$ cat src/hw/rtl/assert_macros.svh
// ----------------------------------------------------------------------------
// assert_macros.svh
// Concurrent assertion helpers for the RTL that checks itself.
// ----------------------------------------------------------------------------
`ifndef ASSERT_MACROS_SVH
`define ASSERT_MACROS_SVH

// The consequent must hold in the same cycle as the antecedent.
`define ASSERT_NOW(lbl, clk, rst_n, ante, cons, msg) \
  lbl: assert property (@(posedge clk) disable iff (!rst_n) (ante) |-> (cons)) \
    else $error(msg);

// The consequent must hold in the cycle after the antecedent.
`define ASSERT_NEXT(lbl, clk, rst_n, ante, cons, msg) \
  lbl: assert property (@(posedge clk) disable iff (!rst_n) (ante) |=> (cons)) \
    else $error(msg);

`endif

$ cat src/hw/rtl/isbp_pkg.sv
// ----------------------------------------------------------------------------
// isbp_pkg
// Shared widths, register indexes, the in-flight word type and the small
// arithmetic helpers of the icon scaler.
// ----------------------------------------------------------------------------
package isbp_pkg;

  localparam int DEF_MAX_SOURCE_EDGE = 64;
  localparam int DEF_MAX_TARGET_EDGE = 2048;

  localparam int BG_W       = 24;
  localparam int TS_W       = 12;
  localparam int SE_W       = 7;
  localparam int MASK_W     = 32;
  localparam int IDX_W      = 12;
  localparam int RGBA_W     = 32;
  localparam int COORD_W    = 11;
  localparam int CFG_IDX_W  = 3;
  localparam int CFG_DATA_W = 32;

  localparam int QUO_W     = SE_W;
  localparam int NUM_W     = COORD_W + SE_W;
  localparam int SHIFT_W   = 5;
  localparam int COEF_Q_W  = 25;
  localparam int RECIP_SH  = 39;
  localparam logic [MASK_W-1:0] RECIP_255 = 32'h8080_8081;

  localparam logic [CFG_IDX_W-1:0] CFG_BACKGROUND = 3'd0;
  localparam logic [CFG_IDX_W-1:0] CFG_TARGET     = 3'd1;
  localparam logic [CFG_IDX_W-1:0] CFG_SRC_WIDTH  = 3'd2;
  localparam logic [CFG_IDX_W-1:0] CFG_SRC_HEIGHT = 3'd3;
  localparam logic [CFG_IDX_W-1:0] CFG_RED_MASK   = 3'd4;
  localparam logic [CFG_IDX_W-1:0] CFG_GREEN_MASK = 3'd5;
  localparam logic [CFG_IDX_W-1:0] CFG_BLUE_MASK  = 3'd6;

  localparam logic [MASK_W-1:0] RESET_RED_MASK   = 32'h00FF_0000;
  localparam logic [MASK_W-1:0] RESET_GREEN_MASK = 32'h0000_FF00;
  localparam logic [MASK_W-1:0] RESET_BLUE_MASK  = 32'h0000_00FF;

  localparam logic ACT_LOAD   = 1'b0;
  localparam logic ACT_RENDER = 1'b1;

  typedef struct packed {
    logic               act;
    logic               ok;
    logic [IDX_W-1:0]   idx;
    logic [RGBA_W-1:0]  rgba;
    logic [COORD_W-1:0] dx;
    logic [COORD_W-1:0] dy;
  } isbp_side_t;

  // Exact floor(v / 255) for v up to 255 * 255.
  function automatic logic [7:0] div255(input logic [15:0] v);
    logic [16:0] t;
    t = 17'(v) + 17'(v[15:8]) + 17'd1;
    return t[15:8];
  endfunction

  // Index of the lowest set bit; zero for an empty mask.
  function automatic logic [SHIFT_W-1:0] ctz32(input logic [MASK_W-1:0] m);
    logic [SHIFT_W-1:0] n;
    n = '0;
    for (int i = MASK_W - 1; i >= 0; i--) begin
      if (m[i]) begin
        n = SHIFT_W'(i);
      end
    end
    return n;
  endfunction

endpackage

$ cat src/hw/rtl/isbp_pack.sv
// ----------------------------------------------------------------------------
// isbp_pack
// Packs the blended colors into the output word. Each mask is reduced once to
// its shift and to the quotient and remainder of its unit by 255, so a pixel
// needs only narrow multiplies and a small division by 255.
// ----------------------------------------------------------------------------
module isbp_pack (
  input  logic                         clk,
  input  logic                         rst_n,
  input  logic                         en,
  input  logic                         in_valid,
  input  isbp_pkg::isbp_side_t         in_side,
  input  logic [isbp_pkg::BG_W-1:0]    in_rgb,
  input  logic [isbp_pkg::MASK_W-1:0]  red_field,
  input  logic [isbp_pkg::MASK_W-1:0]  green_field,
  input  logic [isbp_pkg::MASK_W-1:0]  blue_field,
  output logic                         out_valid,
  output logic [isbp_pkg::MASK_W-1:0]  out_pixel_word,
  output logic                         out_drawn,
  output logic [isbp_pkg::COORD_W-1:0] out_x,
  output logic [isbp_pkg::COORD_W-1:0] out_y
);
  import isbp_pkg::*;

  logic [MASK_W-1:0]   cmask    [3];
  logic [SHIFT_W-1:0]  shift_r  [3];
  logic [MASK_W-1:0]   mask_d_r [3];
  logic [MASK_W-1:0]   unit_r   [3];
  logic [MASK_W-1:0]   unit_d_r [3];
  logic [63:0]         prod_r   [3];
  logic [COEF_Q_W-1:0] quo_r    [3];
  logic [7:0]          rem_r    [3];
  logic [MASK_W-1:0]   scaled_r [3];

  logic              p_valid_r;
  isbp_side_t        p_side_r;
  logic              o_valid_r;
  logic [MASK_W-1:0] o_word_r;
  logic              o_drawn_r;
  logic [COORD_W-1:0] o_x_r;
  logic [COORD_W-1:0] o_y_r;
  logic [MASK_W-1:0] word_nxt;

  assign cmask[0] = blue_field;
  assign cmask[1] = green_field;
  assign cmask[2] = red_field;

  for (genvar c = 0; c < 3; c++) begin : g_chan
    logic [7:0]          level;
    logic [COEF_Q_W-1:0] q_nxt;
    logic [MASK_W-1:0]   q255;
    logic [MASK_W:0]     cq;
    logic [7:0]          low;

    assign level = in_rgb[8*c+7 -: 8];
    assign q_nxt = prod_r[c][RECIP_SH +: COEF_Q_W];
    assign q255  = (MASK_W'(q_nxt) << 8) - MASK_W'(q_nxt);
    assign cq    = (MASK_W + 1)'(level) * (MASK_W + 1)'(quo_r[c]);
    assign low   = div255(16'(level) * 16'(rem_r[c]) + 16'd127);

    // Mask coefficients in order: shift, unit, product, quotient, remainder.
    always_ff @(posedge clk) begin
      shift_r[c]  <= ctz32(cmask[c]);
      mask_d_r[c] <= cmask[c];
      unit_r[c]   <= mask_d_r[c] >> shift_r[c];
      prod_r[c]   <= 64'(unit_r[c]) * 64'(RECIP_255);
      unit_d_r[c] <= unit_r[c];
      quo_r[c]    <= q_nxt;
      rem_r[c]    <= 8'(unit_d_r[c] - q255);
    end

    always_ff @(posedge clk) begin
      if (en) begin
        scaled_r[c] <= cq[MASK_W-1:0] + MASK_W'(low);
      end
    end
  end

  always_comb begin
    word_nxt = '0;
    for (int i = 0; i < 3; i++) begin
      word_nxt = word_nxt | ((scaled_r[i] << shift_r[i]) & cmask[i]);
    end
  end

  always_ff @(posedge clk) begin
    if (!rst_n) begin
      p_valid_r <= 1'b0;
      o_valid_r <= 1'b0;
    end else if (en) begin
      p_valid_r <= in_valid;
      o_valid_r <= p_valid_r;
    end
  end

  always_ff @(posedge clk) begin
    if (en) begin
      p_side_r  <= in_side;
      o_word_r  <= p_side_r.ok ? word_nxt : '0;
      o_drawn_r <= p_side_r.ok;
      o_x_r     <= p_side_r.dx;
      o_y_r     <= p_side_r.dy;
    end
  end

  assign out_valid      = o_valid_r;
  assign out_pixel_word = o_word_r;
  assign out_drawn      = o_drawn_r;
  assign out_x          = o_x_r;
  assign out_y          = o_y_r;

endmodule

$ cat config.mk
export PLATFORM = sky130hd
export DESIGN_NAME = isbp_pack
export DESIGN_NICKNAME = d
export VERILOG_FILES = /design/src/hw/rtl/assert_macros.svh /design/src/hw/rtl/isbp_pkg.sv /design/src/hw/rtl/isbp_pack.sv
export SDC_FILE = /design/constraint.sdc
export NUM_CORES = 2
export LEC_CHECK = 0
export ABC_AREA = 1
export BUFFER_PORTS_ARGS = -buffer_cell sky130_fd_sc_hd__buf_2
export CAP_MARGIN = 20
export CELL_PAD_IN_SITES_DETAIL_PLACEMENT = 1
export CELL_PAD_IN_SITES_GLOBAL_PLACEMENT = 2
export CORE_UTILIZATION = 42
export CTS_CLUSTER_DIAMETER = 50
export DETAILED_ROUTE_END_ITERATION = 12
export GPL_ROUTABILITY_DRIVEN = 0
export PLACE_DENSITY_LB_ADDON = 0.1
export SETUP_SLACK_MARGIN = 0.15
export SLEW_MARGIN = 40
export SYNTH_ARGS = -nofsm -noshare
export SYNTH_HDL_FRONTEND = slang
export SYNTH_SLANG_ARGS = --single-unit
$ cat constraint.sdc
create_clock -name clk -period 23.9 [get_ports clk]
set_input_delay 3.585 -clock clk [delete_from_list [all_inputs] [get_ports clk]]
set_output_delay 3.585 -clock clk [all_outputs]
set_load 0.02 [all_outputs]
==> flow_summary.json <==
{
  "status": "finished, final reports clean",
  "vias_per_cell": 5.17,
  "cts_made_buffers": 88,
  "period_share": 0.571,
  "route.detailed.drc": 0,
  "synth_top_cell_by_area": "ha_1",
  "synth_area_per_cell_sq_um": 7.76,
  "grt_pass1_wl_microns": 361000,
  "arrival_ns": 14.09,
  "crit_start": "in_rgb[5]",
  "worstSetupStartpointType": "primary input",
  "multiInputGateArea_sq_um": 49900,
  "netlist_instances": 9312,
  "end_kind": "flip-flop",
  "final_cell_mix": "nand2_1, inv_1, ha_1",
  "layout-drive-gt1-share": 0.0510,
  "clock_path_buffers": 3,
  "cts_root_buf": "clkbuf_16",
  "report.final.setup_viol": 0,
  "fillers": 21000,
  "place_hpwl_microns": 189000,
  "row_count": 151,
  "clock-sinks": 581,
  "clk_pin_slew_worst_paths_ns": 0.06,
  "finalWorstSetupSlack_ns": 10.26,
  "vias": 59800,
  "fp.dieArea_sq_um": 174000,
  "ys.flop_type": "dfxtp_1",
  "cts_setup_buffers": 0,
  "fin_crit_ns": 13.64,
  "die_w_microns": 417,
  "cts-resized-gates": 0,
  "hold_ws_ns": 0.325,
  "fin_skew_ns": 0.0476,
  "fin_util": 0.459,
  "critPathMaxStageDelay_ns": 0.65,
  "top_layer_used": "met5",
  "synthArstFlopShare": 0,
  "core_sq_um": 170000,
  "start_util": 0.425,
  "drt_wl_total_microns": 229000,
  "synth_area_sq_um": 72300,
  "dr_wl_met2_microns": 111000,
  "path_max_fanout": 33,
  "io_pins": 248,
  "met1_length_microns": 100000,
  "ff_latch_area_sq_um": 13400,
  "ys_types": 69,
  "clock_latency_ns": 0.74,
  "drt_iter0_drc": 2528,
  "cp_slowest_cell": "buf_2",
  "path_class": "primary input to flip-flop",
  "area_growth_pct": 8.07,
  "dr.pass1.iters": 5,
  "yosysSeqAreaShare": 0.185,
  "ant_nets": 0,
  "place_ws_ns": 9.36,
  "cts_tree": "done",
  "synth_fp_nets": 11300,
  "tightest_slew_ns": 0.930,
  "hold_class": "flip-flop to flip-flop",
  "rsz0062_at_grt": "no",
  "grt_pass1_vias": 64100,
  "wl_met3_microns": 6910,
  "port_buffers": 202,
  "grt_usage": 0.267,
  "setup_tns_ns": 0,
  "required_ns": 24.35,
  "fin_nets": 11300,
  "hold_start": "prod_r[0][180]",
  "mostFrequentLayoutCell": "nand2_1",
  "grt_overflow_total": 0,
  "slew_headroom": 0.374,
  "hold_viol_final": 0,
  "regToRegStartpoint": "rem_r[0][18]",
  "synth_top_cell_area_share": 0.197,
  "synth_edf_count": 174,
  "maxCapViolCount": 0,
  "ctsHoldBuffers": 0,
  "ys_ff_latch": 581,
  "slew_viol_final": 0,
  "wl_per_cell_microns": 19.8,
  "grt_max_degree": 74,
  "die_h_microns": 417,
  "max_clock_freq_mhz": 73.3,
  "ys_top_cells_by_area": "ha_1, fa_1, dfxtp_1",
  "yosys_warnings": 0,
  "htree_levels": 3,
  "antenna_found_initial": 70
}
registers in the layout, indices dropped and copies added, names as in the netlist:
signal / count
out_x: 11
unit_d_r: 3
unit_r: 96
prod_r: 96
shift_r: 15
p_valid_r: 1
out_drawn: 1
out_valid: 1
scaled_r: 96
quo_r: 75
p_side_r: 23
rem_r: 24
out_y: 11
out_pixel_word: 32
mask_d_r: 96
critical path: cells and delay by family:
| family | cells | cell delay (ns) |
|---|---|---|
| AO/OA/AOI/OAI | 12 | 1.99 |
| AND/OR/NAND/NOR | 17 | 1.71 |
| buffers and inverters | 10 | 1.21 |
| adder cells (fa/ha/maj) | 11 | 5.13 |
| XOR/XNOR | 3 | 0.49 |
area by class of cell:
cell class                 instances  share of cell area
tap                             2218              0.0355
timing repair buffer             242              0.0175
antenna                           22            0.000705
clock buffer                     100              0.0298
inverter                        1990              0.0957
clock inverter                    65              0.0101
sequential                       581               0.171
multi-input combinational       6361               0.639
worst paths after layout:
kind / slack (ns) / endpoint / depth (start not counted)
max: 10.26 / scaled_r[0][31] / 53
max reg2reg: 13.13 / scaled_r[0][92] / 46
min: 0.32 / quo_r[0][63] / 0
min reg2reg: 0.32 / quo_r[0][63] / 0
synthesized netlist by cell type, types with 7 or more instances:
cell type  number
nand2_1      2115
inv_1        1982
ha_1         1140
fa_1          705
o21ai_0       516
nor2_1        415
dfxtp_1       407
a21oi_1       397
nand3_1       312
clkbuf_1      283
xor2_1        179
edfxtp_1      174
a31oi_1        80
o211ai_1       78
xnor2_1        61
clkbuf_2       60
nor3_1         42
buf_1          35
mux2i_1        34
o21a_1         28
nand4_1        26
nor4_1         23
o21bai_1       20
or2_2          18
o31ai_1        16
o311ai_0       12
a211oi_1       10
a22oi_1        10
o21ai_1        10
a21o_1          9
o21ai_2         9
o22ai_1         9
a21boi_1        8
a21boi_0        7
nand2_2         7
through the flow:
stage | std cells | instance area, sq um
after floorplan | 9312 | 72300
after global placement | 11400 | 74800
after detailed placement | 11400 | 74900
after CTS | 11600 | 78000
after global routing | 11600 | 78100
final | 11600 | 78100
cells by family after synthesis:
group / share of synthesized area
flip-flops: 0.185
adder cells (fa/ha/maj): 0.393
buffers and inverters: 0.124
XOR/XNOR: 0.0298
multiplexers: 0.00471
AO/OA/AOI/OAI: 0.0988
AND/OR/NAND/NOR: 0.165
routing by layer:
layer,GRT usage,up-vias
li1,-,29100
met1,0.334,29400
met2,0.465,850
met3,0.0262,422
met4,0.118,18
met5,0,-
Power is not shown: default switching activity piles up to over one toggle a cycle in this logic, so the estimate is an artifact.
