### src/hw/rtl/assert_macros.svh
// ----------------------------------------------------------------------------
// assert_macros.svh
// Concurrent assertion helpers for the RTL that checks itself.
// ----------------------------------------------------------------------------
`ifndef ASSERT_MACROS_SVH
`define ASSERT_MACROS_SVH

// The consequent must hold in the same cycle as the antecedent.
`define ASSERT_NOW(lbl, clk, rst_n, ante, cons, msg) \
  lbl: assert property (@(posedge clk) disable iff (!rst_n) (ante) |-> (cons)) \
    else $error(msg);

// The consequent must hold in the cycle after the antecedent.
`define ASSERT_NEXT(lbl, clk, rst_n, ante, cons, msg) \
  lbl: assert property (@(posedge clk) disable iff (!rst_n) (ante) |=> (cons)) \
    else $error(msg);

`endif

### src/hw/rtl/isbp_pkg.sv
// ----------------------------------------------------------------------------
// isbp_pkg
// Shared widths, register indexes, the in-flight word type and the small
// arithmetic helpers of the icon scaler.
// ----------------------------------------------------------------------------
package isbp_pkg;

  localparam int DEF_MAX_SOURCE_EDGE = 64;
  localparam int DEF_MAX_TARGET_EDGE = 2048;

  localparam int BG_W       = 24;
  localparam int TS_W       = 12;
  localparam int SE_W       = 7;
  localparam int MASK_W     = 32;
  localparam int IDX_W      = 12;
  localparam int RGBA_W     = 32;
  localparam int COORD_W    = 11;
  localparam int CFG_IDX_W  = 3;
  localparam int CFG_DATA_W = 32;

  localparam int QUO_W     = SE_W;
  localparam int NUM_W     = COORD_W + SE_W;
  localparam int SHIFT_W   = 5;
  localparam int COEF_Q_W  = 25;
  localparam int RECIP_SH  = 39;
  localparam logic [MASK_W-1:0] RECIP_255 = 32'h8080_8081;

  localparam logic [CFG_IDX_W-1:0] CFG_BACKGROUND = 3'd0;
  localparam logic [CFG_IDX_W-1:0] CFG_TARGET     = 3'd1;
  localparam logic [CFG_IDX_W-1:0] CFG_SRC_WIDTH  = 3'd2;
  localparam logic [CFG_IDX_W-1:0] CFG_SRC_HEIGHT = 3'd3;
  localparam logic [CFG_IDX_W-1:0] CFG_RED_MASK   = 3'd4;
  localparam logic [CFG_IDX_W-1:0] CFG_GREEN_MASK = 3'd5;
  localparam logic [CFG_IDX_W-1:0] CFG_BLUE_MASK  = 3'd6;

  localparam logic [MASK_W-1:0] RESET_RED_MASK   = 32'h00FF_0000;
  localparam logic [MASK_W-1:0] RESET_GREEN_MASK = 32'h0000_FF00;
  localparam logic [MASK_W-1:0] RESET_BLUE_MASK  = 32'h0000_00FF;

  localparam logic ACT_LOAD   = 1'b0;
  localparam logic ACT_RENDER = 1'b1;

  typedef struct packed {
    logic               act;
    logic               ok;
    logic [IDX_W-1:0]   idx;
    logic [RGBA_W-1:0]  rgba;
    logic [COORD_W-1:0] dx;
    logic [COORD_W-1:0] dy;
  } isbp_side_t;

  // Exact floor(v / 255) for v up to 255 * 255.
  function automatic logic [7:0] div255(input logic [15:0] v);
    logic [16:0] t;
    t = 17'(v) + 17'(v[15:8]) + 17'd1;
    return t[15:8];
  endfunction

  // Index of the lowest set bit; zero for an empty mask.
  function automatic logic [SHIFT_W-1:0] ctz32(input logic [MASK_W-1:0] m);
    logic [SHIFT_W-1:0] n;
    n = '0;
    for (int i = MASK_W - 1; i >= 0; i--) begin
      if (m[i]) begin
        n = SHIFT_W'(i);
      end
    end
    return n;
  endfunction

endpackage

### src/hw/rtl/isbp_div.sv
// ----------------------------------------------------------------------------
// isbp_div
// Pipelined restoring divider for both source coordinates, one quotient bit
// per stage, carrying the in-flight word alongside.
// ----------------------------------------------------------------------------
module isbp_div (
  input  logic                         clk,
  input  logic                         rst_n,
  input  logic                         en,
  input  logic                         in_valid,
  input  isbp_pkg::isbp_side_t         in_side,
  input  logic [isbp_pkg::NUM_W-1:0]   in_num_x,
  input  logic [isbp_pkg::NUM_W-1:0]   in_num_y,
  input  logic [isbp_pkg::TS_W-1:0]    divisor,
  output logic                         out_valid,
  output isbp_pkg::isbp_side_t         out_side,
  output logic [isbp_pkg::QUO_W-1:0]   out_quo_x,
  output logic [isbp_pkg::QUO_W-1:0]   out_quo_y
);
  import isbp_pkg::*;

  logic             valid_r [QUO_W];
  isbp_side_t       side_r  [QUO_W];
  logic [NUM_W-1:0] rem_x_r [QUO_W];
  logic [NUM_W-1:0] rem_y_r [QUO_W];
  logic [QUO_W-1:0] quo_x_r [QUO_W];
  logic [QUO_W-1:0] quo_y_r [QUO_W];

  for (genvar s = 0; s < QUO_W; s++) begin : g_stage
    localparam int K = QUO_W - 1 - s;
    logic             v_in;
    isbp_side_t       side_in;
    logic [NUM_W-1:0] rx_in;
    logic [NUM_W-1:0] ry_in;
    logic [QUO_W-1:0] qx_in;
    logic [QUO_W-1:0] qy_in;
    logic [NUM_W:0]   dsh;
    logic             ge_x;
    logic             ge_y;
    logic [NUM_W-1:0] rx_nxt;
    logic [NUM_W-1:0] ry_nxt;

    if (s == 0) begin : g_first
      assign v_in    = in_valid;
      assign side_in = in_side;
      assign rx_in   = in_num_x;
      assign ry_in   = in_num_y;
      assign qx_in   = '0;
      assign qy_in   = '0;
    end else begin : g_next
      assign v_in    = valid_r[s-1];
      assign side_in = side_r[s-1];
      assign rx_in   = rem_x_r[s-1];
      assign ry_in   = rem_y_r[s-1];
      assign qx_in   = quo_x_r[s-1];
      assign qy_in   = quo_y_r[s-1];
    end

    assign dsh    = (NUM_W + 1)'(divisor) << K;
    assign ge_x   = {1'b0, rx_in} >= dsh;
    assign ge_y   = {1'b0, ry_in} >= dsh;
    assign rx_nxt = ge_x ? (rx_in - dsh[NUM_W-1:0]) : rx_in;
    assign ry_nxt = ge_y ? (ry_in - dsh[NUM_W-1:0]) : ry_in;

    always_ff @(posedge clk) begin
      if (!rst_n) begin
        valid_r[s] <= 1'b0;
      end else if (en) begin
        valid_r[s] <= v_in;
      end
    end

    always_ff @(posedge clk) begin
      if (en) begin
        side_r[s]  <= side_in;
        rem_x_r[s] <= rx_nxt;
        rem_y_r[s] <= ry_nxt;
        quo_x_r[s] <= {qx_in[QUO_W-2:0], ge_x};
        quo_y_r[s] <= {qy_in[QUO_W-2:0], ge_y};
      end
    end
  end

  assign out_valid = valid_r[QUO_W-1];
  assign out_side  = side_r[QUO_W-1];
  assign out_quo_x = quo_x_r[QUO_W-1];
  assign out_quo_y = quo_y_r[QUO_W-1];

endmodule

### config.mk
export PLATFORM = sky130hd
export DESIGN_NAME = isbp_div
export DESIGN_NICKNAME = d
export VERILOG_FILES = /design/src/hw/rtl/assert_macros.svh /design/src/hw/rtl/isbp_pkg.sv /design/src/hw/rtl/isbp_div.sv
export SDC_FILE = /design/constraint.sdc
export NUM_CORES = 1
export LEC_CHECK = 0
export BUFFER_PORTS_ARGS = -buffer_cell sky130_fd_sc_hd__buf_2
export CORE_ASPECT_RATIO = 0.6
export CORE_MARGIN = 3
export CORE_UTILIZATION = 50
export CTS_CLUSTER_SIZE = 30
export DETAILED_ROUTE_END_ITERATION = 10
export PLACE_DENSITY = 0.68
export SYNTH_ARGS = -nofsm -noshare
export SYNTH_HDL_FRONTEND = slang
export SYNTH_SLANG_ARGS = --single-unit
### constraint.sdc
create_clock -name clk -period 5.4 [get_ports clk]
set_clock_uncertainty 0.15 [all_clocks]
set_input_delay 0 -clock clk [delete_from_list [all_inputs] [get_ports clk]]
set_output_delay 0 -clock clk [all_outputs]
set_load 0.005 [all_outputs]
==> impl_summary.txt <==
----------------------------------------------------
[Run status]
  Run status ... complete, no violations

[Clock network]
  CTS tree ... yes
  Buffers inserted during post-CTS setup optimization ... 0
  Total number of clock tree sinks ... 755
  Clock-pin slew of the registers on the worst-case setup and hold paths ... about 60 ps
  CTS H-tree lvls ... 3
  CTS root buf ... sky130_fd_sc_hd__clkbuf_16
  Max Buffers Root-to-Sink ... 3
  Skew-Pair Late Insertion Delay ... between 600 and 700 ps
  Total clock buffers created by CTS ... between 60 and 70

[Die]
  Floorplan die area ... just under 0.07 mm2
  Die width ... between 300 and 400 um
  Placement Rows ... 71
  Die Height ... 203 um
  Area of the core ... 0.0633 mm2
  Starting utilization of the core area ... approximately 50%
  I/O pin count ... between 200 and 250

[Power and ir drop]
  Leakage ... roughly 14 nW
  VDD IR max ... 0.000283 V
  Power Density ... roughly 430 mW/mm2

[Placement]
  Placement-stage worst setup slack ... about 1700 ps
  Placer Congestion ... 0.874
  Area after detailed placement ... around 0.034 mm2
  Total half-perimeter wirelength after legalization and detailed placement ... a little over 40,000 um
  Number of buffer cells added on primary ports ... about 200
  Cell Count Post-Placement ... between 3,000 and 4,000

[Min path]
  Hold/Removal Path Class ... in -> reg
  Min-Delay Path Depth ... 4
  Worst hold start ... divisor[1]

[Worst setup path]
  CP cell instances ... dlygate4sd3_1 > buf_2 > or4_1 > o41ai_1 > a221oi_1 > o31ai_1 > a21o_1 > mux2_2 > dlygate4sd3_1
  Slowest stage delay, CP ... about 620 ps
  Standard cell with the maximum stage delay on the critical path ... sky130_fd_sc_hd__or4_1
  Worst Setup End Kind ... register
  Worst reg2reg path startpoint ... rem_x_r[3][2]
  Depth of the worst register-to-register path ... 11
  Type of the worst setup path ... in -> reg
  Launching element type of the critical path ... input port
  Maximum fanout along the worst path ... 20
  Most frequent cell on the critical path ... sky130_fd_sc_hd__dlygate4sd3_1
  Critical path startpoint ... in_num_y[0]
  Critical path data arrival time ... roughly 3700 ps
  Required @ worst endpoint ... about 5600 ps

[Cells and area]
  Leading cell types in the layout, fill and taps excluded ... sky130_fd_sc_hd__edfxtp_1, sky130_fd_sc_hd__buf_2, sky130_fd_sc_hd__dlygate4sd3_1
  Antenna cell count ... 0
  Final layout net count ... 2,866
  Leading cell type in the layout, fill and taps excluded ... sky130_fd_sc_hd__edfxtp_1
  Final std cell area, no fill ... 0.0385 mm2
  Fraction of layout cells with a size suffix above 1 ... 15.5%
  Area grow syn2layout ... 19.6%
  Non-Filler Instances ... 3,458

[Timing]
  Max-slew violation total from the final report ... 0
  Transition time at the pin with the least slew margin ... 1120 ps
  Clock period minus final worst setup slack ... approximately 3500 ps
  Unrepaired setup endpoints after global routing ... no
  Worst-case setup margin in the final layout ... 1890 ps
  FMAX ... 285 MHz
  Final hold vios ... 0
  Total setup violations reported at the end of the flow ... 0
  Worst slew margin relative to its limit ... between 20% and 30%
  Final worst path period share ... 65.1%
  Setup total negative slack ... 0 ps

[Drt]
  Aggregate routed wire length ... between 60,000 and 70,000 um
  Number of detailed-routing iterations run before antenna repair ... 6
  Vias post-DR ... roughly 19,000
  Number of DRC violations after detailed-routing iteration 0 ... ~1,800
  Drt wl/cell ... between 15 and 20 um
  DRC violations left ... 0
  Vias per inst ... around 5.5
  Post-route ant nets ... 0

[Global routing]
  Initial antenna violation count ... 0
  Pin count of the biggest net entering global routing ... 154
  Global-route wire length before repair ... between 90,000 and 100,000 um
  Via count of the first global-routing pass ... about 18,000
  GRT Overall Usage ... approximately a fifth
  Overflow left after global routing ... 0

[Yosys]
  Number of enable-type register cells in the synthesized netlist ... about 750
  Unique cell type count in the Yosys netlist ... 82
  Syn avg cell area ... around 15 um2
  Number of nets in the synthesized netlist ... between 2,000 and 2,500
  Ys flop type ... sky130_fd_sc_hd__edfxtp_1
  Top post-synthesis cells by area ... sky130_fd_sc_hd__edfxtp_1, sky130_fd_sc_hd__ha_1, sky130_fd_sc_hd__a21oi_1
  Fraction of synthesis flops using an asynchronous set or reset pin ... 0%
  Fraction of post-synthesis cell area in the top cell type by area ... 70.2%
  Synthesis-stage register bit count ... approximately 760
  Seq/Total Area, Yosys ... a little over two thirds
  Post-synthesis cell type with the largest combined area ... sky130_fd_sc_hd__edfxtp_1
  Number of warnings reported in the yosys synthesis log ... 0
  Synthesized netlist cell count ... about 2,100
  Cell area after synthesis ... 0.0322 mm2

[Flow run]
  Max-cap check violation count ... 0

----------------------------------------------------
[per-layer routing]
metal | vias to the layer above | share of wire [%] | wire, um | track usage, %
li1 | 9093 | - | - | -
met1 | 9034 | 48 | 30600 | 28.5
met2 | 650 | 44 | 27800 | 27.8
met3 | 114 | 6.3 | 3980 | 3.50
met4 | 0 | 2.1 | 1320 | 5.01
met5 | - | 0 | 0 | 0
[cell type report]
class	instances	area (um2)
fillers	4643	24700
flip-flops and latches	755	22700
multi-input cells	1250	9170
repair buffers	418	3200
clock buffers	79	1790
well taps	839	1050
clock inverters	45	417
inverters	72	270
[path summary, 6_finish.rpt]
path / slack [ps] / to
worst max-delay path: 1890 / rem_y_r[0][15]
worst min-delay path: 40 / rem_y_r[2][5]
worst max register to register: 1900 / rem_x_r[4][8]
worst min register to register: 270 / side_r[3][62]
[through the flow]
stage / total power [mW] / hold slack (ps) / utilization [%]
after detailed placement: 11.7 / 28.1 / 54.3
after global placement: 11.6 / 27.0 / 54.3
final: 16.6 / 43.7 / 60.9
after floorplan: 10.6 / -51.1 / -
after global routing: 17.5 / 56.7 / 60.9
after CTS: 16.6 / 10.6 / 60.9
[critical path, delay by kind of cell]
family / cells / cell delay [ps]
AOI/OAI and AO/OA: 4 / 1460
and+or+nand+nor: 1 / 620
buffers and inverters: 3 / 1230
muxes: 1 / 420
[report_power, final]
group          internal [mW]  total (mW)  switching (mW)  leakage [nW]
clock network           2.65        4.77            2.12          1.07
registers               7.49        7.91           0.412          7.35
logic                   1.76        3.89            2.13          6.00
[sequential cells by signal, summed over array words and instances (netlist names)]
name and flops:
rem_x_r 108, rem_y_r 108, quo_y_r 28, valid_r 7
side_r 476, quo_x_r 28
[cell usage after synthesis, types with 4 or more instances]
cell	instances
sky130_fd_sc_hd__or2_2	4
sky130_fd_sc_hd__a31oi_1	10
sky130_fd_sc_hd__nor2b_1	22
sky130_fd_sc_hd__and2_1	7
sky130_fd_sc_hd__buf_2	13
sky130_fd_sc_hd__o2111ai_1	4
sky130_fd_sc_hd__xor2_1	41
sky130_fd_sc_hd__xnor2_1	69
sky130_fd_sc_hd__or4_1	6
sky130_fd_sc_hd__o31a_1	7
sky130_fd_sc_hd__a21o_1	40
sky130_fd_sc_hd__nand2_1	86
sky130_fd_sc_hd__clkbuf_1	15
sky130_fd_sc_hd__fa_1	12
sky130_fd_sc_hd__nand3b_1	7
sky130_fd_sc_hd__ha_1	168
sky130_fd_sc_hd__nor2_1	148
sky130_fd_sc_hd__a21oi_1	167
sky130_fd_sc_hd__edfxtp_1	754
sky130_fd_sc_hd__and4_1	4
sky130_fd_sc_hd__and3_1	11
sky130_fd_sc_hd__o21ai_0	86
sky130_fd_sc_hd__or3_1	8
sky130_fd_sc_hd__o31ai_1	9
sky130_fd_sc_hd__o211a_1	4
sky130_fd_sc_hd__nand3_1	32
sky130_fd_sc_hd__nand4_1	22
sky130_fd_sc_hd__o21bai_1	8
sky130_fd_sc_hd__mux2_1	11
sky130_fd_sc_hd__nor3_1	32
sky130_fd_sc_hd__nor4_1	16
sky130_fd_sc_hd__inv_1	72
sky130_fd_sc_hd__o21a_1	22
sky130_fd_sc_hd__nand2b_1	18
sky130_fd_sc_hd__mux2_2	55
sky130_fd_sc_hd__mux2i_1	10
sky130_fd_sc_hd__a211o_1	4
sky130_fd_sc_hd__a21boi_0	7
sky130_fd_sc_hd__a211oi_1	12
sky130_fd_sc_hd__o211ai_1	10
[repair_timing]
item | CTS | global route
endpoints found under the setup margin | 0 | 0
gates resized for setup | 0 | 0
hold buffers | 197 | 0
endpoints found under the hold margin | 217 | 0
[kinds of logic after synthesis]
family / share of synthesized area (%)
AO/OA/AOI/OAI: 8.76
XOR/XNOR: 2.99
adder cells (fa/ha/maj): 7.26
buffers and inverters: 1.28
flip-flops: 70.3
multiplexers: 2.62
AND/OR/NAND/NOR: 6.80
Power figures use the tool's default switching activity.
