### src/hw/rtl/assert_macros.svh
// ----------------------------------------------------------------------------
// assert_macros.svh
// Concurrent assertion helpers for the RTL that checks itself.
// ----------------------------------------------------------------------------
`ifndef ASSERT_MACROS_SVH
`define ASSERT_MACROS_SVH

// The consequent must hold in the same cycle as the antecedent.
`define ASSERT_NOW(lbl, clk, rst_n, ante, cons, msg) \
  lbl: assert property (@(posedge clk) disable iff (!rst_n) (ante) |-> (cons)) \
    else $error(msg);

// The consequent must hold in the cycle after the antecedent.
`define ASSERT_NEXT(lbl, clk, rst_n, ante, cons, msg) \
  lbl: assert property (@(posedge clk) disable iff (!rst_n) (ante) |=> (cons)) \
    else $error(msg);

`endif

### src/hw/rtl/isbp_pkg.sv
// ----------------------------------------------------------------------------
// isbp_pkg
// Shared widths, register indexes, the in-flight word type and the small
// arithmetic helpers of the icon scaler.
// ----------------------------------------------------------------------------
package isbp_pkg;

  localparam int DEF_MAX_SOURCE_EDGE = 64;
  localparam int DEF_MAX_TARGET_EDGE = 2048;

  localparam int BG_W       = 24;
  localparam int TS_W       = 12;
  localparam int SE_W       = 7;
  localparam int MASK_W     = 32;
  localparam int IDX_W      = 12;
  localparam int RGBA_W     = 32;
  localparam int COORD_W    = 11;
  localparam int CFG_IDX_W  = 3;
  localparam int CFG_DATA_W = 32;

  localparam int QUO_W     = SE_W;
  localparam int NUM_W     = COORD_W + SE_W;
  localparam int SHIFT_W   = 5;
  localparam int COEF_Q_W  = 25;
  localparam int RECIP_SH  = 39;
  localparam logic [MASK_W-1:0] RECIP_255 = 32'h8080_8081;

  localparam logic [CFG_IDX_W-1:0] CFG_BACKGROUND = 3'd0;
  localparam logic [CFG_IDX_W-1:0] CFG_TARGET     = 3'd1;
  localparam logic [CFG_IDX_W-1:0] CFG_SRC_WIDTH  = 3'd2;
  localparam logic [CFG_IDX_W-1:0] CFG_SRC_HEIGHT = 3'd3;
  localparam logic [CFG_IDX_W-1:0] CFG_RED_MASK   = 3'd4;
  localparam logic [CFG_IDX_W-1:0] CFG_GREEN_MASK = 3'd5;
  localparam logic [CFG_IDX_W-1:0] CFG_BLUE_MASK  = 3'd6;

  localparam logic [MASK_W-1:0] RESET_RED_MASK   = 32'h00FF_0000;
  localparam logic [MASK_W-1:0] RESET_GREEN_MASK = 32'h0000_FF00;
  localparam logic [MASK_W-1:0] RESET_BLUE_MASK  = 32'h0000_00FF;

  localparam logic ACT_LOAD   = 1'b0;
  localparam logic ACT_RENDER = 1'b1;

  typedef struct packed {
    logic               act;
    logic               ok;
    logic [IDX_W-1:0]   idx;
    logic [RGBA_W-1:0]  rgba;
    logic [COORD_W-1:0] dx;
    logic [COORD_W-1:0] dy;
  } isbp_side_t;

  // Exact floor(v / 255) for v up to 255 * 255.
  function automatic logic [7:0] div255(input logic [15:0] v);
    logic [16:0] t;
    t = 17'(v) + 17'(v[15:8]) + 17'd1;
    return t[15:8];
  endfunction

  // Index of the lowest set bit; zero for an empty mask.
  function automatic logic [SHIFT_W-1:0] ctz32(input logic [MASK_W-1:0] m);
    logic [SHIFT_W-1:0] n;
    n = '0;
    for (int i = MASK_W - 1; i >= 0; i--) begin
      if (m[i]) begin
        n = SHIFT_W'(i);
      end
    end
    return n;
  endfunction

endpackage

### src/hw/rtl/isbp_blend.sv
// ----------------------------------------------------------------------------
// isbp_blend
// Blends the three colors of the source pixel over the background by its
// alpha, truncating the division by 255.
// ----------------------------------------------------------------------------
module isbp_blend (
  input  logic                         clk,
  input  logic                         rst_n,
  input  logic                         en,
  input  logic                         in_valid,
  input  isbp_pkg::isbp_side_t         in_side,
  input  logic [isbp_pkg::RGBA_W-1:0]  in_pixel,
  input  logic [isbp_pkg::BG_W-1:0]    background,
  output logic                         out_valid,
  output isbp_pkg::isbp_side_t         out_side,
  output logic [isbp_pkg::BG_W-1:0]    out_rgb
);
  import isbp_pkg::*;

  logic            valid_r;
  isbp_side_t      side_r;
  logic [BG_W-1:0] rgb_r;
  logic [BG_W-1:0] rgb_nxt;
  logic [7:0]      alpha;

  assign alpha = in_pixel[7:0];

  // Channel 0 is blue, 1 green, 2 red in both the pixel and the background.
  always_comb begin
    logic [7:0]  fg;
    logic [7:0]  bg;
    logic [15:0] v;
    rgb_nxt = '0;
    for (int i = 0; i < 3; i++) begin
      fg = in_pixel[8*i+15 -: 8];
      bg = background[8*i+7 -: 8];
      v  = 16'(fg) * 16'(alpha) + 16'(bg) * 16'(8'd255 - alpha);
      rgb_nxt[8*i+7 -: 8] = div255(v);
    end
  end

  always_ff @(posedge clk) begin
    if (!rst_n) begin
      valid_r <= 1'b0;
    end else if (en) begin
      valid_r <= in_valid;
    end
  end

  always_ff @(posedge clk) begin
    if (en) begin
      side_r <= in_side;
      rgb_r  <= rgb_nxt;
    end
  end

  assign out_valid = valid_r;
  assign out_side  = side_r;
  assign out_rgb   = rgb_r;

endmodule

### config.mk
export PLATFORM = sky130hd
export DESIGN_NAME = isbp_blend
export DESIGN_NICKNAME = d
export VERILOG_FILES = /design/src/hw/rtl/assert_macros.svh /design/src/hw/rtl/isbp_pkg.sv /design/src/hw/rtl/isbp_blend.sv
export SDC_FILE = /design/constraint.sdc
export NUM_CORES = 1
export LEC_CHECK = 0
export BUFFER_PORTS_ARGS = -buffer_cell sky130_fd_sc_hd__buf_4
export CORE_MARGIN = 10
export CORE_UTILIZATION = 48
export CTS_BUF_LIST = sky130_fd_sc_hd__clkbuf_16
export CTS_CLUSTER_DIAMETER = 40
export DETAILED_ROUTE_END_ITERATION = 7
export HOLD_SLACK_MARGIN = 0.08
export PLACE_DENSITY = 0.7
export SETUP_SLACK_MARGIN = 0.5
export SYNTH_ARGS = -nofsm -noshare
export SYNTH_HDL_FRONTEND = slang
export SYNTH_SLANG_ARGS = --single-unit
### constraint.sdc
create_clock -name clk -period 19.64 [get_ports clk]
set_clock_uncertainty 0.1 [all_clocks]
set_input_delay 0.982 -clock clk [delete_from_list [all_inputs] [get_ports clk]]
set_output_delay 0.982 -clock clk [all_outputs]
set_load 0.1 [all_outputs]
==> results of run 1 <==
cell usage in the layout (no fill, tap or decap), types with 46 or more instances in the layout:
cell type and n:
nor2b_1 120, nand2_1 102, buf_4 221, edfxtp_1 92, nand2b_1 80, fa_1 287, inv_1 424, and2_1 108
ha_1 209, xnor2_1 46
metal layers:
metal / vias up / track usage / routed length [µm]
met2: 251 / 0.342 / 20900
li1: 5830 / - / -
met3: 29 / 0.0249 / 1690
met5: - / 0 / 0
met1: 6290 / 0.222 / 16500
met4: 0 / 0.0447 / 492
final cells by class:
cell class	instances	area share
inverters	424	0.0801
repair buffers	221	0.0835
multi-input cells	1209	0.651
flip-flops and latches	93	0.140
well taps	461	0.0290
clock inverters	7	0.00478
clock buffers	9	0.0113
tightest hold or removal path, delay by kind of cell (launching register included):
kind | cells | cell delay, ns
flops | 1 | 0.32
mux | 1 | 0.12
simple gates | 1 | 0.05
sequential cells by signal, summed over array words and instances (netlist names):
name       flops
out_side      68
out_rgb       24
out_valid      1
stage by stage:
step                      instance area, µm²  hold slack (ns)  worst slack (ns)
after global placement                 19600            0.402             11.21
after floorplan                        17500            0.881             11.40
after CTS                              19900            0.434             11.37
after global routing                   19900            0.462             10.91
after detailed placement               19600            0.421             11.01
final                                  19900            0.431             11.36
worst max path at each step:
stage / end / slack (ns) / cells past startpoint
floorplan: out_rgb[20]$_DFFE_PP_ / 11.40 / 27
global placement: out_rgb[20]$_DFFE_PP_ / 11.21 / 28
detailed placement: out_rgb[20]$_DFFE_PP_ / 11.01 / 26
CTS: out_rgb[20]$_DFFE_PP_ / 11.37 / 26
global route: out_rgb[20]$_DFFE_PP_ / 10.91 / 26
finish: out_rgb[20]$_DFFE_PP_ / 11.36 / 26
logic make-up (layout without fill, tap and decap cells):
| family | Yosys count | in the layout | synth area share |
|---|---|---|---|
| adders and majority gates | 499 | 499 | 0.480 |
| and+or+nand+nor | 489 | 489 | 0.159 |
| DFF | 93 | 93 | 0.159 |
| AOI/OAI and AO/OA | 146 | 146 | 0.0631 |
| buffers and inverters | 469 | 661 | 0.101 |
| other | 1 | 3 | 0.000214 |
| xor gates and xnor gates | 68 | 68 | 0.0349 |
| muxes | 4 | 4 | 0.00243 |
==> flow_summary.toml, run 1 <==
[status]
outcome = "complete, no violations"

[logic_synthesis]
synthFlopType = "edfxtp_1"
async_flop_share = 0
ys_seq_area_frac = 0.159
synth_top_area_frac = 0.328
synth-edff-count = 92
yosysTopAreaCell = "fa_1"
synth_area_per_cell_um2 = 9.89
synth_cell_types = 83
synth.most_common_cell = "inv_1"
ys_top_cells_by_area = "fa_1, edfxtp_1, ha_1, inv_1, nor2b_1"
synth_seq_cells = 93
syn_inst = 1769
synth_warnings = 0
netlist_top_cells_count = "inv_1, fa_1, ha_1"
synth_area_mm2 = 0.0175

[clock_network]
cts-buffers-inserted = 9
cts_resized = 0
cts.path.max_buffers = 2
clk-insertion-delay-late_ns = 0.35
cts_root_buf = "clkbuf_16"
cts.sinks = 93
htree_levels = 3
postCtsSetupRepairBufs = 0
tritoncts = "built"
clk_pin_slew_worst_paths_ns = 0.07
ctsHoldBuffers = 0

[cells_and_area]
multi_input_area_mm2 = 0.0129
drive_above_1_share = 0.137
register_area_mm2 = 0.00278
nets = 2582
layout.cells.non_filler = 2424
fin_util = 0.556
layout-area-overhead-vs-synth_pct = 13.6
nFillCells = 3257
n_antenna_cell = 0

[die]
start_util = 0.489
dieArea_mm2 = 0.0445
io_pins = 221
rows = 69
dieHeight_um = 211
dieWidth_um = 211
coreArea_mm2 = 0.0357

[critical_path]
crit_slowest_cell = "fa_1"
slowest_delay_ns = 0.55
timing.rr.end = "out_valid$_SDFFE_PN0P_"
crit_buf_inv = 4
crit_top_cell = "fa_1"
critPathLaunchType = "primary input"
cp.arrival_ns = 8.26
crit_path_start = "in_pixel[2]"
end_kind = "flop"
r2r_cells = 2
crit_family = "adder cells"
required_ns = 19.62
reg2reg_slack_ns = 18.95
rr_startpoint = "out_valid$_SDFFE_PN0P_"
path_max_fanout = 48
criticalPathCategory = "in -> reg"

[global_route]
grt.overflow.total = 0
grt_max_degree = 74
grt_pass1_wl_um = 67300
grt_use_total = 0.185
antenna_found_initial = 0
first_global_vias = 13731

[hold_path]
min_path_type = "reg -> reg"
holdPathStages = 2
hold_path.startpoint = "out_valid$_SDFFE_PN0P_"
worstHoldEndpoint = "out_valid$_SDFFE_PN0P_"

[sta]
layout_min_cycle_time_ns = 8.28
grt_setup_unrepaired = "no"
setup_violations = 0
worstMarginPinSlew_ns = 0.925
finalHoldViolCount = 0
period_share = 0.422
slew_violations = 0
tns_ns = 0
slew-limit-headroom = 0.383
max_freq_ghz = 0.121

[placed_design]
hpwl_um = 33000
gp_congestion = 0.883
dp.cells = 2408
port_buffers = 220

[routing]
drtAntennaViolNets = 0
dr.pass1.iters = 5
wl_per_cell_um = 16.4
drt-initial-drc-count = 593
viasPerCell = 5.12
routed_wl_um = 39600
drc = 0
vias = 12400

[flow_run]
drv_cap = 0
Power of run 1 is not shown: default switching activity piles up to over one toggle a cycle in this logic, so the estimate is an artifact.
==> run 2: changes to the inputs <==
==> constraint.sdc (replaced) <==
create_clock -name clk -period 8.1 [get_ports clk]
set_clock_uncertainty 0.1 [all_clocks]
set_input_delay 0.405 -clock clk [delete_from_list [all_inputs] [get_ports clk]]
set_output_delay 0.405 -clock clk [all_outputs]
set_load 0.1 [all_outputs]
==> run 2 against run 1 <==
Compared with the run above: flip-flop and latch count unchanged; worst setup slack worse by 11 ns; non-clock buffer count up 16; critical path depth up 1; hold slack worse by 0.32 ns; via count up 0.44%; sequential share of layout area down 0.15 points; global-route usage down 0.061 points; core utilization up 0.62 points; count of clock-buffer cells in the layout unchanged; largest cell class unchanged; highest routed layer unchanged.
==> flow_summary.toml, run 2 (synthesis results as in run 1) <==
[status]
outcome = "complete, no violations"

[global_route]
grt_max_degree = 69
met1_usage = 0.222
first_global_vias = 13420
grt_util_met3 = 0.0245
use_met2 = 0.341
busiest_layer = "met2"
grt_use_total = 0.184
antenna_found_initial = 0
grt.overflow.total = 0
grt_pass1_wl_um = 66900

[cells_and_area]
largest_reg_flops = 68
final_cell_mix = "inv_1, fa_1, buf_4"
nets = 2598
n_antenna_cell = 0
finalInstanceArea_mm2 = 0.0201
nFillCells = 3171
layout_commonest_cell = "inv_1"
layout-area-overhead-vs-synth_pct = 14.9
drive_above_1_share = 0.147

[die]
start_util = 0.489
coreArea_mm2 = 0.0357
dieWidth_um = 211
io_pins = 221
rows = 69
dieHeight_um = 211
dieArea_mm2 = 0.0445

[critical_path]
r2r_cells = 2
rr_startpoint = "out_valid$_SDFFE_PN0P_"
path_max_fanout = 21
critPathLaunchType = "primary input"
end_kind = "flop"
reg2reg_slack_ns = 7.41
timing.rr.end = "out_valid$_SDFFE_PN0P_"
cp.arrival_ns = 7.29
criticalPathCategory = "in -> reg"
required_ns = 8.10

[clock_network]
clk_pin_slew_worst_paths_ns = 0.08
ctsHoldBuffers = 0
htree_levels = 3
tritoncts = "built"
cts-buffers-inserted = 9
cts.sinks = 93
clk-insertion-delay-late_ns = 0.35
cts.path.max_buffers = 2
cts_root_buf = "clkbuf_16"

[hold_path]
worstHoldEndpoint = "out_side[17]$_DFFE_PP_"
hold_path.startpoint = "in_side[17]"
holdPathStages = 1
min_path_type = "in -> reg"

[routing]
dr.pass1.iters = 5
viasPerCell = 5.10
wl_per_cell_um = 16.4
routed_wl_um = 40000
drtAntennaViolNets = 0
vias = 12454
drt-initial-drc-count = 476
drc = 0

[sta]
fin_ws_ns = 0.816
setup_violations = 0
layout_min_cycle_time_ns = 7.28
worstMarginPinSlew_ns = 0.881
max_freq_ghz = 0.137
grt_setup_unrepaired = "no"
tns_ns = 0
slew-limit-headroom = 0.413
finalHoldViolCount = 0
slew_violations = 0
period_share = 0.899

[placed_design]
pre_cts_slack_ns = 0.218
gp_congestion = 0.846
hpwl_um = 33300
port_buffers = 220
dpl_cell_area_mm2 = 0.0197

[flow_run]
drv_cap = 0
run 2: cell types whose count changed in the layout (fill, tap and decap cells not counted), sizes merged:
cell	before	now
buf	221	237
bufinv	1	0
clkinv	1	2
clkinvlp	0	1
inv	429	428
run 2: layout make-up:
| class | instances | area (µm²) | share of cell area |
|---|---|---|---|
| Multi-Input combinational cell | 1209 | 13000 | 0.647 |
| Clock buffer | 9 | 225 | 0.0112 |
| Tap cell | 461 | 577 | 0.0287 |
| Sequential cell | 93 | 2780 | 0.138 |
| Clock inverter | 7 | 77.6 | 0.00386 |
| Timing Repair Buffer | 237 | 1840 | 0.0916 |
| Inverter | 424 | 1590 | 0.0792 |
run 2: stage by stage:
step                hold WS (ns)  std cells   util
finish                     0.114       2440  0.562
detailed placement         0.427       2421  0.551
floorplan                  0.404       1771      -
CTS                       0.0964       2437  0.559
global route              0.0932       2440  0.562
global placement           0.400       2421  0.551
run 2: worst max-delay path, stage by stage:
cell and delay (ns):
buf_4 0.19, and2_1 0.20, fa_1 0.53, inv_1 0.05, fa_1 0.46, fa_1 0.53
inv_1 0.06, fa_1 0.50, fa_1 0.49, inv_1 0.05, fa_1 0.47, inv_1 0.04
ha_1 0.19, or2_1 0.24, or3_1 0.34, o211ai_1 0.23, nand2b_1 0.10, a21oi_2 0.18
xnor2_2 0.15, ha_1 0.29, a21o_1 0.19, a2111oi_2 0.35, a21oi_1 0.16, maj3_2 0.37
o311ai_4 0.27, nor4_1 0.09, xor2_1 0.16
run 2: worst max path at each step:
| stage | startpoint | depth (start not counted) | to |
|---|---|---|---|
| floorplan | in_pixel[2] | 27 | out_rgb[20]$_DFFE_PP_ |
| global placement | in_pixel[4] | 26 | out_rgb[20]$_DFFE_PP_ |
| detailed placement | in_pixel[4] | 26 | out_rgb[20]$_DFFE_PP_ |
| CTS | in_pixel[4] | 26 | out_rgb[20]$_DFFE_PP_ |
| global route | in_pixel[1] | 28 | out_rgb[20]$_DFFE_PP_ |
| finish | in_pixel[5] | 27 | out_rgb[20]$_DFFE_PP_ |
run 2: repair_timing:
action	in CTS	in global routing
endpoints found under the setup margin	0	14
buffers inserted	0	3
resized for setup	0	17
run 2: metal layers:
metal	up-vias	share of wire	routed length, µm
met5	-	0	0
met4	0	0.014	563
met3	31	0.046	1850
met2	280	0.53	21200
met1	6289	0.41	16400
li1	5854	-	-
Power of run 2 is left out for the same reason.
